===== src/sv/rfds_pkg.sv =====
// Package: types, codes and constants of the receive FIFO drain sequencer.
package rfds_pkg;

	localparam int FIFO_DEPTH = 256;

	// event codes
	localparam logic [2:0] FN_START  = 3'd0;
	localparam logic [2:0] FN_POLL   = 3'd1;
	localparam logic [2:0] FN_DONE   = 3'd2;
	localparam logic [2:0] FN_FINISH = 3'd3;
	localparam logic [2:0] FN_CANCEL = 3'd4;

	// result codes
	localparam logic [2:0] RES_IDLE    = 3'd0;
	localparam logic [2:0] RES_BUSY    = 3'd1;
	localparam logic [2:0] RES_NO_DATA = 3'd2;
	localparam logic [2:0] RES_READY   = 3'd3;
	localparam logic [2:0] RES_ERROR   = 3'd4;

	// frame kinds
	localparam logic [2:0] KIND_NONE      = 3'd0;
	localparam logic [2:0] KIND_IRQ_OP    = 3'd1;
	localparam logic [2:0] KIND_IRQ_RSP   = 3'd2;
	localparam logic [2:0] KIND_LVL_OP    = 3'd3;
	localparam logic [2:0] KIND_LVL_RSP   = 3'd4;
	localparam logic [2:0] KIND_FIFO_READ = 3'd5;

	// error codes
	localparam logic [3:0] ERR_NONE         = 4'd0;
	localparam logic [3:0] ERR_BUSY_TIMEOUT = 4'd1;
	localparam logic [3:0] ERR_IRQ_OP       = 4'd2;
	localparam logic [3:0] ERR_IRQ_RSP      = 4'd3;
	localparam logic [3:0] ERR_IRQ_STATUS   = 4'd4;
	localparam logic [3:0] ERR_LVL_OP       = 4'd5;
	localparam logic [3:0] ERR_LVL_RSP      = 4'd6;
	localparam logic [3:0] ERR_LVL_STATUS   = 4'd7;
	localparam logic [3:0] ERR_FIFO_RD      = 4'd8;
	localparam logic [3:0] ERR_FIFO_STATUS  = 4'd9;

	// register indexes
	localparam logic [2:0] REG_BUSY_TIMEOUT = 3'd0;
	localparam logic [2:0] REG_OP_IRQ       = 3'd1;
	localparam logic [2:0] REG_OP_LEVEL     = 3'd2;
	localparam logic [2:0] REG_OP_READ      = 3'd3;
	localparam logic [2:0] REG_IRQ_MASK     = 3'd4;
	localparam logic [2:0] REG_STATUS_OK    = 3'd5;
	localparam logic [2:0] REG_STATUS_DATA  = 3'd6;

	localparam logic [15:0] BUSY_TIMEOUT_RST = 16'd100;

	// frame lengths in bytes
	localparam logic [8:0] LEN_OP      = 9'd2;
	localparam logic [8:0] LEN_IRQ_RSP = 9'd6;
	localparam logic [8:0] LEN_LVL_RSP = 9'd4;

	typedef enum logic [12:0] {
		PH_IDLE         = 13'b0000000000001,
		PH_WAIT_IRQ_OP  = 13'b0000000000010,
		PH_IRQ_OP       = 13'b0000000000100,
		PH_WAIT_IRQ_RSP = 13'b0000000001000,
		PH_IRQ_RSP      = 13'b0000000010000,
		PH_WAIT_LVL_OP  = 13'b0000000100000,
		PH_LVL_OP       = 13'b0000001000000,
		PH_WAIT_LVL_RSP = 13'b0000010000000,
		PH_LVL_RSP      = 13'b0000100000000,
		PH_WAIT_FIFO    = 13'b0001000000000,
		PH_FIFO_RD      = 13'b0010000000000,
		PH_READY        = 13'b0100000000000,
		PH_ERROR        = 13'b1000000000000
	} phase_t;

	typedef struct packed {
		logic [15:0] busy_timeout;
		logic [15:0] op_irq;
		logic [15:0] op_level;
		logic [15:0] op_read;
		logic [31:0] irq_mask;
		logic [2:0]  status_ok;
		logic [2:0]  status_data;
	} cfg_t;

	typedef struct packed {
		phase_t      phase;
		logic [31:0] wait_start;
		logic        done;
		logic        ok;
		logic [2:0]  cap_status;
		logic [31:0] cap_word;
		logic [31:0] irq;
		logic [8:0]  level;
		logic        full;
		logic [3:0]  err;
	} state_t;

	typedef struct packed {
		logic [2:0]  code;
		logic        start;
		logic [2:0]  kind;
		logic [15:0] opcode;
		logic [8:0]  len;
		logic [3:0]  err;
		logic [8:0]  level;
		logic        full;
		logic [31:0] irq;
	} result_t;

endpackage


===== src/sv/rfds_step.sv =====
// Next-state and result logic for one event of the drain sequencer.
module rfds_step import rfds_pkg::*; (
	input  cfg_t        cfg,
	input  state_t      st,
	input  logic [2:0]  func,
	input  logic        busy_level,
	input  logic [31:0] now_ms,
	input  logic        abort_request,
	input  logic        xfer_ok,
	input  logic [2:0]  cmd_status,
	input  logic [31:0] rx_word,
	output state_t      nxt,
	output result_t     res
);

	logic [31:0] elapsed;
	logic        timed_out;
	logic        status_good;
	logic [15:0] level_raw;
	logic        level_full;
	logic        active;
	logic        check_wait;
	logic        fresh;

	function automatic logic [2:0] view(input phase_t ph);
		logic [2:0] code;
		case (ph)
			PH_IDLE:  code = RES_IDLE;
			PH_READY: code = RES_READY;
			PH_ERROR: code = RES_ERROR;
			default:  code = RES_BUSY;
		endcase
		return code;
	endfunction

	assign elapsed     = now_ms - st.wait_start;
	assign timed_out   = elapsed > {16'd0, cfg.busy_timeout};
	assign status_good = (st.cap_status == cfg.status_ok) || (st.cap_status == cfg.status_data);
	assign level_raw   = st.cap_word[15:0];
	assign level_full  = level_raw >= 16'(FIFO_DEPTH);
	assign active      = (st.phase != PH_IDLE) && (st.phase != PH_READY) &&
	                     (st.phase != PH_ERROR);

	always_comb begin
		nxt        = st;
		res        = '0;
		res.code   = view(st.phase);
		check_wait = 1'b0;
		fresh      = 1'b0;
		case (func)
			FN_START: begin
				if (st.phase == PH_IDLE && !abort_request) begin
					nxt.irq        = '0;
					nxt.level      = '0;
					nxt.full       = 1'b0;
					nxt.err        = ERR_NONE;
					nxt.wait_start = now_ms;
					nxt.phase      = PH_WAIT_IRQ_OP;
					res.code       = RES_BUSY;
					res.start      = 1'b1;
				end
			end
			FN_POLL: begin
				if (abort_request && active) begin
					nxt.done  = 1'b0;
					nxt.ok    = 1'b0;
					nxt.phase = PH_IDLE;
					res.code  = RES_IDLE;
				end else begin
					case (st.phase)
						PH_WAIT_IRQ_OP, PH_WAIT_IRQ_RSP, PH_WAIT_LVL_OP,
						PH_WAIT_LVL_RSP, PH_WAIT_FIFO: begin
							check_wait = 1'b1;
						end
						PH_IRQ_OP: begin
							if (st.done) begin
								if (!st.ok) begin
									nxt.err   = ERR_IRQ_OP;
									nxt.phase = PH_ERROR;
									res.code  = RES_ERROR;
								end else begin
									nxt.wait_start = now_ms;
									nxt.phase      = PH_WAIT_IRQ_RSP;
									check_wait     = 1'b1;
									fresh          = 1'b1;
								end
							end
						end
						PH_IRQ_RSP: begin
							if (st.done) begin
								if (!st.ok) begin
									nxt.err   = ERR_IRQ_RSP;
									nxt.phase = PH_ERROR;
									res.code  = RES_ERROR;
								end else if (!status_good) begin
									nxt.err   = ERR_IRQ_STATUS;
									nxt.phase = PH_ERROR;
									res.code  = RES_ERROR;
								end else begin
									nxt.irq = st.cap_word;
									if ((st.cap_word & cfg.irq_mask) == '0) begin
										nxt.phase = PH_IDLE;
										res.code  = RES_NO_DATA;
									end else begin
										nxt.wait_start = now_ms;
										nxt.phase      = PH_WAIT_LVL_OP;
										check_wait     = 1'b1;
										fresh          = 1'b1;
									end
								end
							end
						end
						PH_LVL_OP: begin
							if (st.done) begin
								if (!st.ok) begin
									nxt.err   = ERR_LVL_OP;
									nxt.phase = PH_ERROR;
									res.code  = RES_ERROR;
								end else begin
									nxt.wait_start = now_ms;
									nxt.phase      = PH_WAIT_LVL_RSP;
									check_wait     = 1'b1;
									fresh          = 1'b1;
								end
							end
						end
						PH_LVL_RSP: begin
							if (st.done) begin
								if (!st.ok) begin
									nxt.err   = ERR_LVL_RSP;
									nxt.phase = PH_ERROR;
									res.code  = RES_ERROR;
								end else if (!status_good) begin
									nxt.err   = ERR_LVL_STATUS;
									nxt.phase = PH_ERROR;
									res.code  = RES_ERROR;
								end else if (level_raw == '0) begin
									nxt.phase = PH_IDLE;
									res.code  = RES_NO_DATA;
								end else begin
									nxt.full       = level_full;
									nxt.level      = level_full ? 9'(FIFO_DEPTH) : level_raw[8:0];
									nxt.wait_start = now_ms;
									nxt.phase      = PH_WAIT_FIFO;
									check_wait     = 1'b1;
									fresh          = 1'b1;
								end
							end
						end
						PH_FIFO_RD: begin
							if (st.done) begin
								if (!st.ok) begin
									nxt.err   = ERR_FIFO_RD;
									nxt.phase = PH_ERROR;
									res.code  = RES_ERROR;
								end else if (!status_good) begin
									nxt.err   = ERR_FIFO_STATUS;
									nxt.phase = PH_ERROR;
									res.code  = RES_ERROR;
								end else begin
									nxt.phase = PH_READY;
									res.code  = RES_READY;
								end
							end
						end
						default: begin
							// idle, ready, error: report the phase, nothing moves
						end
					endcase

					// wait phase: hold off on BUSY (error once the timeout passes), else post the next frame
					if (check_wait) begin
						if (busy_level) begin
							if (!fresh && timed_out) begin
								nxt.err   = ERR_BUSY_TIMEOUT;
								nxt.phase = PH_ERROR;
								res.code  = RES_ERROR;
							end else begin
								res.code = RES_BUSY;
							end
						end else begin
							nxt.done = 1'b0;
							nxt.ok   = 1'b0;
							res.code = RES_BUSY;
							case (nxt.phase)
								PH_WAIT_IRQ_OP: begin
									res.kind   = KIND_IRQ_OP;
									res.opcode = cfg.op_irq;
									res.len    = LEN_OP;
									nxt.phase  = PH_IRQ_OP;
								end
								PH_WAIT_IRQ_RSP: begin
									res.kind  = KIND_IRQ_RSP;
									res.len   = LEN_IRQ_RSP;
									nxt.phase = PH_IRQ_RSP;
								end
								PH_WAIT_LVL_OP: begin
									res.kind   = KIND_LVL_OP;
									res.opcode = cfg.op_level;
									res.len    = LEN_OP;
									nxt.phase  = PH_LVL_OP;
								end
								PH_WAIT_LVL_RSP: begin
									res.kind  = KIND_LVL_RSP;
									res.len   = LEN_LVL_RSP;
									nxt.phase = PH_LVL_RSP;
								end
								PH_WAIT_FIFO: begin
									res.kind   = KIND_FIFO_READ;
									res.opcode = cfg.op_read;
									res.len    = nxt.level + LEN_OP;
									nxt.phase  = PH_FIFO_RD;
								end
								default: begin
									res.kind = KIND_NONE;
								end
							endcase
						end
					end
				end
			end
			FN_DONE: begin
				nxt.ok         = xfer_ok;
				nxt.cap_status = cmd_status;
				nxt.cap_word   = rx_word;
				nxt.done       = 1'b1;
			end
			FN_FINISH: begin
				if (st.phase == PH_READY || st.phase == PH_ERROR) begin
					nxt.phase = PH_IDLE;
					res.code  = RES_IDLE;
				end
			end
			FN_CANCEL: begin
				nxt.done  = 1'b0;
				nxt.ok    = 1'b0;
				nxt.phase = PH_IDLE;
				res.code  = RES_IDLE;
			end
			default: begin
				// unknown event: phase is reported
			end
		endcase

		// held values as they stand after this event
		res.err   = nxt.err;
		res.level = nxt.level;
		res.full  = nxt.full;
		res.irq   = nxt.irq;
	end

endmodule


===== src/sv/radio_fifo_drain_sequencer.sv =====
// Top level: receive FIFO drain sequencer with config registers and beat handshakes.
//
//  channel  | handshake             | payload
//  ---------+-----------------------+-------------------------------------------------
//  cfg      | cfg_we                | cfg_index, cfg_wdata
//  in       | in_valid / in_ready   | func, busy_level, now_ms, abort_request,
//           |                       | xfer_ok, cmd_status, rx_word
//  out      | out_valid / out_ready | result_code, start_accepted, post_valid,
//           |                       | post_kind, post_opcode, post_length, error_code,
//           |                       | fifo_level, fifo_full, irq_bits
//
// Pipeline: an input beat is captured in the input register, its result is
// formed by the step logic and lands in the result register once that is free;
// one beat a cycle sustained while out_ready stays high.
// Reset: arst_n clears phase, latches, held values and config (timeout 100 ms).
// Stalls: the input register can still take a beat while a result waits; in_ready only
// drops when both the input register and the result register are occupied and out_ready is low.

module radio_fifo_drain_sequencer import rfds_pkg::*; (
	input  logic        clk,
	input  logic        arst_n,
	// configuration
	input  logic        cfg_we,
	input  logic [2:0]  cfg_index,
	input  logic [31:0] cfg_wdata,
	// events in
	input  logic        in_valid,
	output logic        in_ready,
	input  logic [2:0]  func,
	input  logic        busy_level,
	input  logic [31:0] now_ms,
	input  logic        abort_request,
	input  logic        xfer_ok,
	input  logic [2:0]  cmd_status,
	input  logic [31:0] rx_word,
	// results out
	output logic        out_valid,
	input  logic        out_ready,
	output logic [2:0]  result_code,
	output logic        start_accepted,
	output logic        post_valid,
	output logic [2:0]  post_kind,
	output logic [15:0] post_opcode,
	output logic [8:0]  post_length,
	output logic [3:0]  error_code,
	output logic [8:0]  fifo_level,
	output logic        fifo_full,
	output logic [31:0] irq_bits
);

	cfg_t    cfg_q;
	state_t  state_q;
	state_t  state_nxt;
	result_t res_nxt;
	result_t res_q;
	logic    out_valid_q;

	// input register
	logic        valid_s1;
	logic [2:0]  func_s1;
	logic        busy_s1;
	logic [31:0] now_s1;
	logic        abort_s1;
	logic        xfer_ok_s1;
	logic [2:0]  status_s1;
	logic [31:0] word_s1;

	logic res_free;
	logic step_go;

	// result register frees up this cycle if empty or being taken
	assign res_free = !out_valid_q || out_ready;
	// the beat in the input register is processed and retired
	assign step_go  = valid_s1 && res_free;
	assign in_ready = !valid_s1 || res_free;

	// config writes; unknown indexes fall through
	always_ff @(posedge clk or negedge arst_n) begin
		if (!arst_n) begin
			cfg_q <= '{BUSY_TIMEOUT_RST, 16'd0, 16'd0, 16'd0, 32'd0, 3'd0, 3'd0};
		end else if (cfg_we) begin
			case (cfg_index)
				REG_BUSY_TIMEOUT: cfg_q.busy_timeout <= cfg_wdata[15:0];
				REG_OP_IRQ:       cfg_q.op_irq       <= cfg_wdata[15:0];
				REG_OP_LEVEL:     cfg_q.op_level     <= cfg_wdata[15:0];
				REG_OP_READ:      cfg_q.op_read      <= cfg_wdata[15:0];
				REG_IRQ_MASK:     cfg_q.irq_mask     <= cfg_wdata;
				REG_STATUS_OK:    cfg_q.status_ok    <= cfg_wdata[2:0];
				REG_STATUS_DATA:  cfg_q.status_data  <= cfg_wdata[2:0];
				default: begin
				end
			endcase
		end
	end

	// input register valid
	always_ff @(posedge clk or negedge arst_n) begin
		if (!arst_n) begin
			valid_s1 <= 1'b0;
		end else if (in_ready) begin
			valid_s1 <= in_valid;
		end
	end

	// input payload, no reset needed
	always_ff @(posedge clk) begin
		if (in_valid && in_ready) begin
			func_s1    <= func;
			busy_s1    <= busy_level;
			now_s1     <= now_ms;
			abort_s1   <= abort_request;
			xfer_ok_s1 <= xfer_ok;
			status_s1  <= cmd_status;
			word_s1    <= rx_word;
		end
	end

	rfds_step u_step (
		.cfg           (cfg_q),
		.st            (state_q),
		.func          (func_s1),
		.busy_level    (busy_s1),
		.now_ms        (now_s1),
		.abort_request (abort_s1),
		.xfer_ok       (xfer_ok_s1),
		.cmd_status    (status_s1),
		.rx_word       (word_s1),
		.nxt           (state_nxt),
		.res           (res_nxt)
	);

	// sequencer state moves only when a beat retires
	always_ff @(posedge clk or negedge arst_n) begin
		if (!arst_n) begin
			state_q <= '{PH_IDLE, 32'd0, 1'b0, 1'b0, 3'd0, 32'd0, 32'd0, 9'd0, 1'b0,
				ERR_NONE};
		end else if (step_go) begin
			state_q <= state_nxt;
		end
	end

	// result register
	always_ff @(posedge clk or negedge arst_n) begin
		if (!arst_n) begin
			out_valid_q <= 1'b0;
		end else if (res_free) begin
			out_valid_q <= valid_s1;
		end
	end

	always_ff @(posedge clk) begin
		if (step_go) begin
			res_q <= res_nxt;
		end
	end

	assign out_valid      = out_valid_q;
	assign result_code    = res_q.code;
	assign start_accepted = res_q.start;
	assign post_valid     = res_q.kind != KIND_NONE;
	assign post_kind      = res_q.kind;
	assign post_opcode    = res_q.opcode;
	assign post_length    = res_q.len;
	assign error_code     = res_q.err;
	assign fifo_level     = res_q.level;
	assign fifo_full      = res_q.full;
	assign irq_bits       = res_q.irq;

endmodule


===== config.mk =====
export PLATFORM = sky130hd
export DESIGN_NAME = radio_fifo_drain_sequencer
export DESIGN_NICKNAME = d
export VERILOG_FILES = /design/src/sv/rfds_pkg.sv /design/src/sv/rfds_step.sv /design/src/sv/radio_fifo_drain_sequencer.sv
export SDC_FILE = /design/constraint.sdc
export NUM_CORES = 1
export LEC_CHECK = 0
export ABC_CLOCK_PERIOD_IN_PS = 4100
export BUFFER_PORTS_ARGS = -buffer_cell sky130_fd_sc_hd__buf_2
export CORE_UTILIZATION = 53
export CTS_CLUSTER_DIAMETER = 200
export CTS_CLUSTER_SIZE = 20
export DETAILED_ROUTE_END_ITERATION = 6
export PLACE_DENSITY = 0.74
export SYNTH_ARGS = -nofsm -noshare
export SYNTH_HDL_FRONTEND = slang
export SYNTH_SLANG_ARGS = --single-unit
export TNS_END_PERCENT = 10

===== constraint.sdc =====
create_clock -name clk -period 4.1 [get_ports clk]
set_input_delay 0.615 -clock clk [delete_from_list [all_inputs] [get_ports clk]]
set_output_delay 0.615 -clock clk [all_outputs]
set_load 0.03 [all_outputs]

[After elaboration in Yosys (flattened, before gate mapping)]
Index checks and enable logic that the tools add are counted.
Operators by class
  add/sub/neg operators: 2
  bitwise logic cells: 3
  eq/ne operators: 49
  $lt $le $gt $ge: 2
  muxes and demuxes: 112
  reductions and logical operators: 38
Operators by type and width (number)
  $mux W32: 12
  $mux W45: 5
  $mux W13: 16
  $pmux W13 S5: 2
  $pmux W32 S4: 1
  $mux W46: 2
  $pmux W46 S2: 1
  $mux W10: 7
  $mux W4: 16
  $pmux W32 S2: 1
  $mux W3: 18
  $pmux W13 S4: 1
  $pmux W16 S3: 1
  $pmux W9 S4: 1
  $and A32 B32 Y32: 1
  $gt A32 B16 Y1: 1
  $logic_not A32 Y1: 1
  $sub A32 B32 Y32: 1
  $eq A13 B10 Y1 const B: 2
  $eq A13 B2 Y1 const B: 2
  $eq A13 B4 Y1 const B: 2
  $eq A13 B6 Y1 const B: 2
  $eq A13 B8 Y1 const B: 2
  $ne A3 B3 Y1 const B: 8
  49 further kinds: 100
Word-level totals
  register bits: 383
  input bits: 113
  output and inout bits: 81
  word-level logic and storage cells: 241

[Depth between registers and ports, before layout]
Gate-level depths: netlist of the first run.
  depth after elaboration: 16
  mapped depth: 20
  mapped depth without buffers: 20

[Hierarchy]
From an unflattened synthesis of the first run, not the netlist that was laid out.
Unflattened totals
  cell total of the unflattened synthesis: 1636
  area total of the unflattened synthesis: 19600.0 µm²
By module, submodules not included
  radio_fifo_drain_sequencer: area an instance 13237.7 µm², cells an instance 652, sequential area each 10344.9 µm², times used 1
  rfds_step: area an instance 6362.4 µm², cells an instance 984, sequential area each 0.0 µm², times used 1

[Worst setup path before layout of the first run]
Ideal clock, no wire load.
  path type: flip-flop to flip-flop
  start: register now_s1[3]
  end: register res_q (netlist bit result_code[0]), data pin
  cell stages (with the launch flop): 19
  period minus slack after synthesis: 4095 ps
  required time: 3931 ps
  slack: 5 ps
  data arrival time: 3926 ps
  library setup time: 169 ps
  buffers on the path: 0
  cells stage by stage: edfxtp_1 -> ha_1 -> and2_1 -> a221o_1 -> or2_2 -> and2_1 -> o21a_1 -> nor2_1 -> xnor2_1 -> ha_1 -> and3_1 -> nand4_1 -> a21oi_1 -> nor4_1 -> o2111ai_1 -> nor4_1 -> a31oi_1 -> nand2b_1 -> o31ai_1
RTL lines
  start, declared: RTL line radio_fifo_drain_sequencer.sv:62  | logic [31:0] now_s1;
  start signal, assigned: RTL line radio_fifo_drain_sequencer.sv:110  | now_s1 <= now_ms;
  end signal, assigned: RTL line radio_fifo_drain_sequencer.sv:153  | res_q <= res_nxt;
  end, declared: RTL line radio_fifo_drain_sequencer.sv:55  | result_t res_q;

==> summary.md, run 1 <==
| Metric | Value |
|---|---|
| CP max stage delay | `approximately 0.36 ns` |
| Hold Path Class | `in -> async` |
| Row cnt | `67` |
| GP Congestion | `0.948` |
| Chip height | `roughly 190 um` |
| Share of post-route cells with drive strength above 1 | `roughly 28%` |
| Delay-heaviest family, CP | `simple AND/OR/NAND/NOR gates` |
| Sequential area share after synthesis | `between 50% and 60%` |
| CP required | `4.48 ns` |
| CTS tree | `yes` |
| Largest net degree at the start of global routing | `about 110` |
| Worst-Margin Slew | `between 1 and 1.5 ns` |
| Setup CP Type | `reg -> reg` |
| Crit path cell chain | `inv_1 -> ha_1 -> buf_4 -> a221o_1 -> or2_4 -> and2_4 -> o21a_1 -> nor2_2 -> xnor2_1 -> ha_1 -> and3_4 -> nand4_1 -> a21oi_1 -> nor4_1 -> o2111ai_1 -> nor4_2 -> buf_4 -> a31oi_4 -> buf_6 -> nand2b_4 -> o31ai_4` |
| Initial Util | `53.9%` |
| Final Worst Setup Slack | `-0.0681 ns` |
| Clock Tree Buf Depth | `3` |
| Avg Synthesized Cell Area | `between 10 and 15 sq um` |
| H-tree depth | `1` |
| DRT iter0 DRCs | `around 1,000` |
| Final #Nets | `between 1,500 and 2,000` |
| Final setup viols | `8` |
| Unique masters post-synth | `82` |
| Root Buffer | `clkbuf_16` |
| Worst EP arrival | `~4.6 ns` |
| Vias in the first global route | `between 10,000 and 15,000` |
| Total CTS buffers | `23` |
| Die width | `between 150 and 200 um` |
| Relative slew slack | `roughly 30%` |
| Fin util | `between 60% and 70%` |
| Synth warn | `0` |
| Placed inst area | `approximately 20,000 sq um` |
| Post-detailed-route count of antenna-violating nets | `0` |
| Post-synth ARST share | `between 60% and 70%` |
| RSZ-0062 raised after global routing | `yes` |
| Fill cells | `2,724` |
| Reg-to-reg critical path endpoint | `result_code[0]` |
| Post-Synthesis Cells | `1,551` |
| Status | `finished, violations left` |
| Top post-synthesis cells by area | `dfrtp_1 32%, edfxtp_1 25%, mux2_2 9.2%, nand2_1 4.5%, ha_1 3.3%` |
| Core Region | `about 34,000 sq um` |
| Failing checks | `setup timing` |
| FF-to-FF Start | `state_q[87]` |
| Tot Pwr | `10.8 mW` |
| Clock-pin transition on the worst setup and hold timing paths | `~0.090 ns` |
| Post-route DRC violation count | `0` |
| Max VDD drop | `roughly 0.41 mV` |
| DR pass1 iterations | `6` |
| EDFF count, synth | `151` |
| Finished Cell Area | `20,800 sq um` |
| Net Count, Synth | `1,713` |
| Initial antenna violation count | `6` |
| Post-synth top area share | `a little under a third` |
| CP Capture Type | `register` |
| Post-CTS Hold Buffers | `0` |
| Overall die area | `about 35,000 sq um` |
| WP buf/inv | `4` |
| Routed WL | `between 40 and 50 mm` |
| WL/cell | `slightly above 20 um` |
| PwrDens | `519 nW/um^2` |
| Top_reg_cell synth | `dfrtp_1` |
| Clock Latency Late Sink | `approximately 0.55 ns` |
| All-Layer GR Usage | `between 20% and 30%` |
| Synth area leader | `dfrtp_1` |
| Max-slew violations | `0` |
| R2R depth | `21` |
| Critical-path top delay cell | `dfrtp_1` |
| Min Hold Slack | `about 0.078 ns` |
| Synthesized area | `18,100 sq um` |
| Fin. Hold Viols | `0` |
| Post-synthesis register bit count | `about 380` |
| MaxCap Viol Count | `0` |
| Fin crit share | `102%` |
| Port buffer count | `roughly 190` |
| First-pass GRT wire length | `about 72 mm` |
| Startpoint Class | `register` |
| Detailed Place HPWL | `32.9 mm` |
| IO Pins | `194` |
| Worst R2R Setup Slack | `-0.07 ns` |
| Final min period | `roughly 4.2 ns` |
| Layout Skew | `about 0.028 ns` |
| FMAX | `between 200 and 250 MHz` |
| CTS sink count | `approximately 380` |
| Vias per cell | `5.89` |
| Synth-to-Final Area Change | `14.9%` |
| Global route overflow | `0` |
| Pre-CTS WS | `-0.450 ns` |
| Biggest fanout along the worst timing path | `7` |
| P_leak | `a little under 9 nW` |
| Total number of vias | `around 13,000` |
## cell families (layout without fill, tap and decap cells)
group	Yosys count	count (layout)	synth area share (%)
other cells	0	6	0
mux	156	156	9.70
flops	383	383	57.3
xor+xnor	34	34	1.65
simple gates	465	465	12.0
fa+ha+maj	49	49	3.44
compound gates	335	335	13.1
buf+inv	129	367	2.83
## layout by cell type (no fill, tap or decap), drive strengths merged, types with 26 or more instances in the layout
master	count
clkbuf	40
edfxtp	151
ha	48
a22o	54
a21oi	76
nor3	26
nor2	99
nand2	220
buf	261
o21ai	71
mux2	153
inv	66
dfrtp	228
## routing by layer
layer	part of all wire (%)	track usage (%)	up-vias
li1	-	-	6113
met5	0	0	-
met2	50	45.6	402
met4	2.9	7.53	0
met1	43	35.5	6616
met3	4.3	2.39	72
## worst reg2reg max path: stages, from the launching register on
cell	delay, ns
dfrtp_1	0.36
inv_1	0.05
ha_1	0.30
buf_4	0.15
a221o_1	0.34
or2_4	0.24
and2_4	0.17
o21a_1	0.17
nor2_2	0.11
xnor2_1	0.14
ha_1	0.27
and3_4	0.18
nand4_1	0.08
a21oi_1	0.05
nor4_1	0.27
o2111ai_1	0.15
nor4_2	0.22
buf_4	0.17
a31oi_4	0.07
buf_6	0.15
nand2b_4	0.17
o31ai_4	0.18
## flip-flops by register name (all words and copies together), names as in the netlist, 4 cells and up
signal and count:
irq_bits 32, word_s1 32, post_opcode 16, cfg_q 102, now_s1 32, fifo_level 9, state_q 128, error_code 4
post_length 9
## where the power goes
group          total (mW)  internal (mW)  switching (mW)
logic                3.47           1.51            1.96
registers            4.99           4.58           0.412
clock network        2.31           1.07            1.24
total                10.8           7.17            3.61
## cells in the mapped netlist, drive strengths merged, types with 4 or more instances
| cell type | n |
|---|---|
| nor2 | 99 |
| nand4b | 4 |
| o21a | 8 |
| nor4 | 12 |
| and2 | 10 |
| nand2b | 9 |
| a211oi | 4 |
| xor2 | 16 |
| dfstp | 4 |
| buf | 13 |
| ha | 48 |
| nand4 | 18 |
| dfrtp | 228 |
| a21oi | 76 |
| nor4b | 6 |
| o21ai | 71 |
| a22oi | 18 |
| nor2b | 10 |
| and4 | 7 |
| nor3b | 4 |
| o211ai | 16 |
| clkbuf | 51 |
| edfxtp | 151 |
| nand2 | 220 |
| inv | 65 |
| nand3 | 17 |
| a22o | 54 |
| xnor2 | 18 |
| and3 | 8 |
| o21ba | 4 |
| a222oi | 16 |
| a31oi | 6 |
| or3 | 5 |
| nor3 | 26 |
| or2 | 5 |
| o31ai | 6 |
| a21o | 13 |
| mux2 | 153 |
## final cells by class
class	instances	area, sq um	share of cell area, %
clock buffer	40	639	3.08
sequential	383	10300	49.8
antenna	6	15.0	0.0723
inverter	65	246	1.19
tap	448	561	2.70
multi-input combinational	1039	7400	35.6
clock inverter	1	20.0	0.0964
timing repair buffer	261	1540	7.42
## repair_timing
action	CTS	global route
endpoints found under the setup margin	16	16
resized for setup	19	12
setup buffers	1	0
pin swaps	19	7
## through the flow
step	TNS, ns	instances
6_report	-0.326	2243
5_1_grt	-3.56	2242
4_1_cts	-1.14	2237
3_5_place_dp	-4.19	2195
3_3_place_gp	-1.23	2195
2_1_floorplan	0	1551
## worst max path at each step
stage                 from        endpoint  slack, ns  depth (start not counted)
2_1_floorplan    now_s1[3]  result_code[0]      0.005                         18
3_3_place_gp     now_s1[3]  result_code[0]      -0.18                         20
3_5_place_dp     now_s1[3]  result_code[0]      -0.45                         20
4_1_cts          now_s1[3]   error_code[1]      -0.17                         20
5_1_grt        state_q[87]   error_code[1]      -0.31                         21
6_report       state_q[87]  result_code[0]      -0.07                         21
(Power assumes the default switching activity.)
==> run 2, diff against run 1 <==
CELL_PAD_IN_SITES_DETAIL_PLACEMENT = 1   (was not set)
CELL_PAD_IN_SITES_GLOBAL_PLACEMENT = 1   (was not set)
CORE_UTILIZATION = 43   (was 53)
==> summary.md, run 2 (synthesis results as in run 1) <==
| Metric | Value |
|---|---|
| CP required | `approximately 4.6 ns` |
| Final setup viols | `11` |
| Biggest fanout along the worst timing path | `6` |
| Root Buffer | `clkbuf_16` |
| Share of post-route cells with drive strength above 1 | `between 20 and 30%` |
| Fin util | `51.8%` |
| FF-to-FF Start | `now_s1[0]` |
| Largest Register | `state_q` |
| Worst EP arrival | `approximately 4.7 ns` |
| Initial antenna violation count | `8` |
| Vias in the first global route | `~14,000` |
| Max FFs per register | `approximately 130` |
| DRT iter0 DRCs | `about 740` |
| MaxCap Viol Count | `0` |
| Worst R2R Setup Slack | `-0.15 ns` |
| IO Pins | `between 150 and 200` |
| Startpoint Class | `register` |
| Clock Tree Buf Depth | `3` |
| Total CTS buffers | `23` |
| Detailed Place HPWL | `about 38 mm` |
| Tot Pwr | `roughly 11 mW` |
| DR pass1 iterations | `7` |
| Largest net degree at the start of global routing | `roughly 120` |
| Fill cells | `approximately 4,400` |
| Port buffer count | `193` |
| Die width | `slightly above 200 um` |
| RSZ-0062 raised after global routing | `yes` |
| Worst-Margin Slew | `around 1.2 ns` |
| Global route overflow | `0` |
| Hold Path Class | `in -> async` |
| Reg-to-reg critical path endpoint | `error_code[2]` |
| Setup CP Type | `reg -> reg` |
| Final #Nets | `slightly below 2,000` |
| Post-detailed-route count of antenna-violating nets | `0` |
| Clock-pin transition on the worst setup and hold timing paths | `0.09 ns` |
| Multi-input logic area | `7450 sq um` |
| Max-slew violations | `0` |
| H-tree depth | `1` |
| Commonest non-fill, non-tap cell in the layout | `dfrtp_1` |
| CTS tree | `yes` |
| Chip height | `207 um` |
| CP Launch Point | `now_s1[0]` |
| GP Congestion | `~0.85` |
| FMAX | `roughly 240 MHz` |
| Core Region | `41,100 sq um` |
| Final Worst Setup Slack | `-0.149 ns` |
| Sequential standard cell area | `a little over 10,000 sq um` |
| R2R depth | `22` |
| Fin. Hold Viols | `0` |
| Vias per cell | `roughly 5.6` |
| Routed WL | `slightly above 50 mm` |
| Synth-to-Final Area Change | `17.8%` |
| Fin crit share | `104%` |
| PwrDens | `about 520 nW/um^2` |
| Max VDD drop | `between 0.4 and 0.5 mV` |
| Post-CTS Hold Buffers | `0` |
| Layout Skew | `roughly 0.046 ns` |
| Final min period | `between 4 and 5 ns` |
| P_leak | `9.15 nW` |
| WL/cell | `between 20 and 25 um` |
| Status | `finished, violations left` |
| Finished Cell Area | `around 21,000 sq um` |
| CTS sink count | `about 380` |
| Worst Setup EP | `error_code[2]` |
| Placed inst area | `between 20,000 and 25,000 sq um` |
| Relative slew slack | `between 10% and 20%` |
| Total number of vias | `between 10,000 and 15,000` |
| First-pass GRT wire length | `~80 mm` |
| Post-route DRC violation count | `20` |
| Initial Util | `43.9%` |
| Largest registers | `state_q: 128 flops, cfg_q: 102 flops` |
| CP Capture Type | `register` |
| Commonest cells after routing, fill and taps aside | `228 x dfrtp_1, 217 x nand2_1, 192 x buf_2, 151 x edfxtp_1, 148 x mux2_2` |
| All-Layer GR Usage | `24.3%` |
| Row cnt | `74` |
| Failing checks | `DRC, setup timing` |
| Setup TNS | `-0.782 ns` |
| Clock Latency Late Sink | `between 0.5 and 0.6 ns` |
| Overall die area | `between 40,000 and 50,000 sq um` |
-- run 2: cell types whose count changed in the layout (fill, tap and decap cells not counted), moves of 2 or more --
cell	change
inv_2	+2
o21ai_2	+3
o21ai_0	-2
diode_2	+3
inv_1	-2
nor4_2	+3
nor4_1	-3
buf_4	+44
-- run 2: timing repair --
action                     in CTS  in global routing
pin swaps                      20                 26
gates cloned                    0                  0
setup buffers                   3                  6
setup endpoints to repair      16                 35
resized for setup              23                 20
-- run 2: stage by stage --
step	hold WS, ns	setup slack [ns]	instances
after floorplan	0.319	0.00452	1551
after global placement	0.457	-0.311	2315
after detailed placement	0.467	-0.524	2315
after CTS	0.148	-0.173	2360
after global routing	0.171	-0.415	2373
final	0.0909	-0.149	2375
-- run 2: report_power, final --
part	switching [mW]	internal (mW)	total, mW	leakage (nW)
combinational	2.08	1.63	3.71	4.45
clock	1.31	1.09	2.40	0.323
sequential	0.418	4.58	5.00	4.37
total	3.81	7.30	11.1	9.15
-- run 2: area by class of cell --
cell class	instances	area share, %
Sequential cell	383	48.6
Multi-Input combinational cell	1039	35.0
Timing Repair Buffer	305	8.79
Tap cell	532	3.13
Clock buffer	40	3.01
Inverter	65	1.16
Clock inverter	2	0.188
Antenna cell	9	0.106
-- run 2: how the worst min path moves through the flow --
stage               slack, ns     endpoint  cells after the start        start
global placement         0.46  state_q[25]                      2  state_q[25]
detailed placement       0.47  state_q[34]                      2  state_q[34]
global route             0.17    out_valid                      1       arst_n
floorplan                0.32     cfg_q[0]                      0       arst_n
CTS                      0.15  state_q[79]                      1       arst_n
finish                   0.09     valid_s1                      1       arst_n
-- run 2: critical path, stage by stage (launching register included) --
cell and delay (ns):
edfxtp_1 0.37, inv_1 0.05, ha_1 0.20, fa_2 0.35
nand2b_4 0.15, a21oi_2 0.14, buf_4 0.15, o2111a_1 0.25
nor3_2 0.05, xnor2_1 0.16, ha_1 0.30, nand4_1 0.13
nor2_2 0.16, nand4_1 0.15, buf_4 0.17, nor2_1 0.11
o2111ai_1 0.15, nor4_2 0.28, buf_4 0.18, a31oi_4 0.09
buf_6 0.16, nor3b_4 0.22, o21ba_2 0.15
-- run 2: routing by layer --
layer	up-vias	global-route usage, %	wire length [um]
met5	-	0	0
met4	0	9.12	1650
met3	82	2.97	1860
met2	265	42.2	26400
met1	6850	31.1	21900
li1	6207	-	-
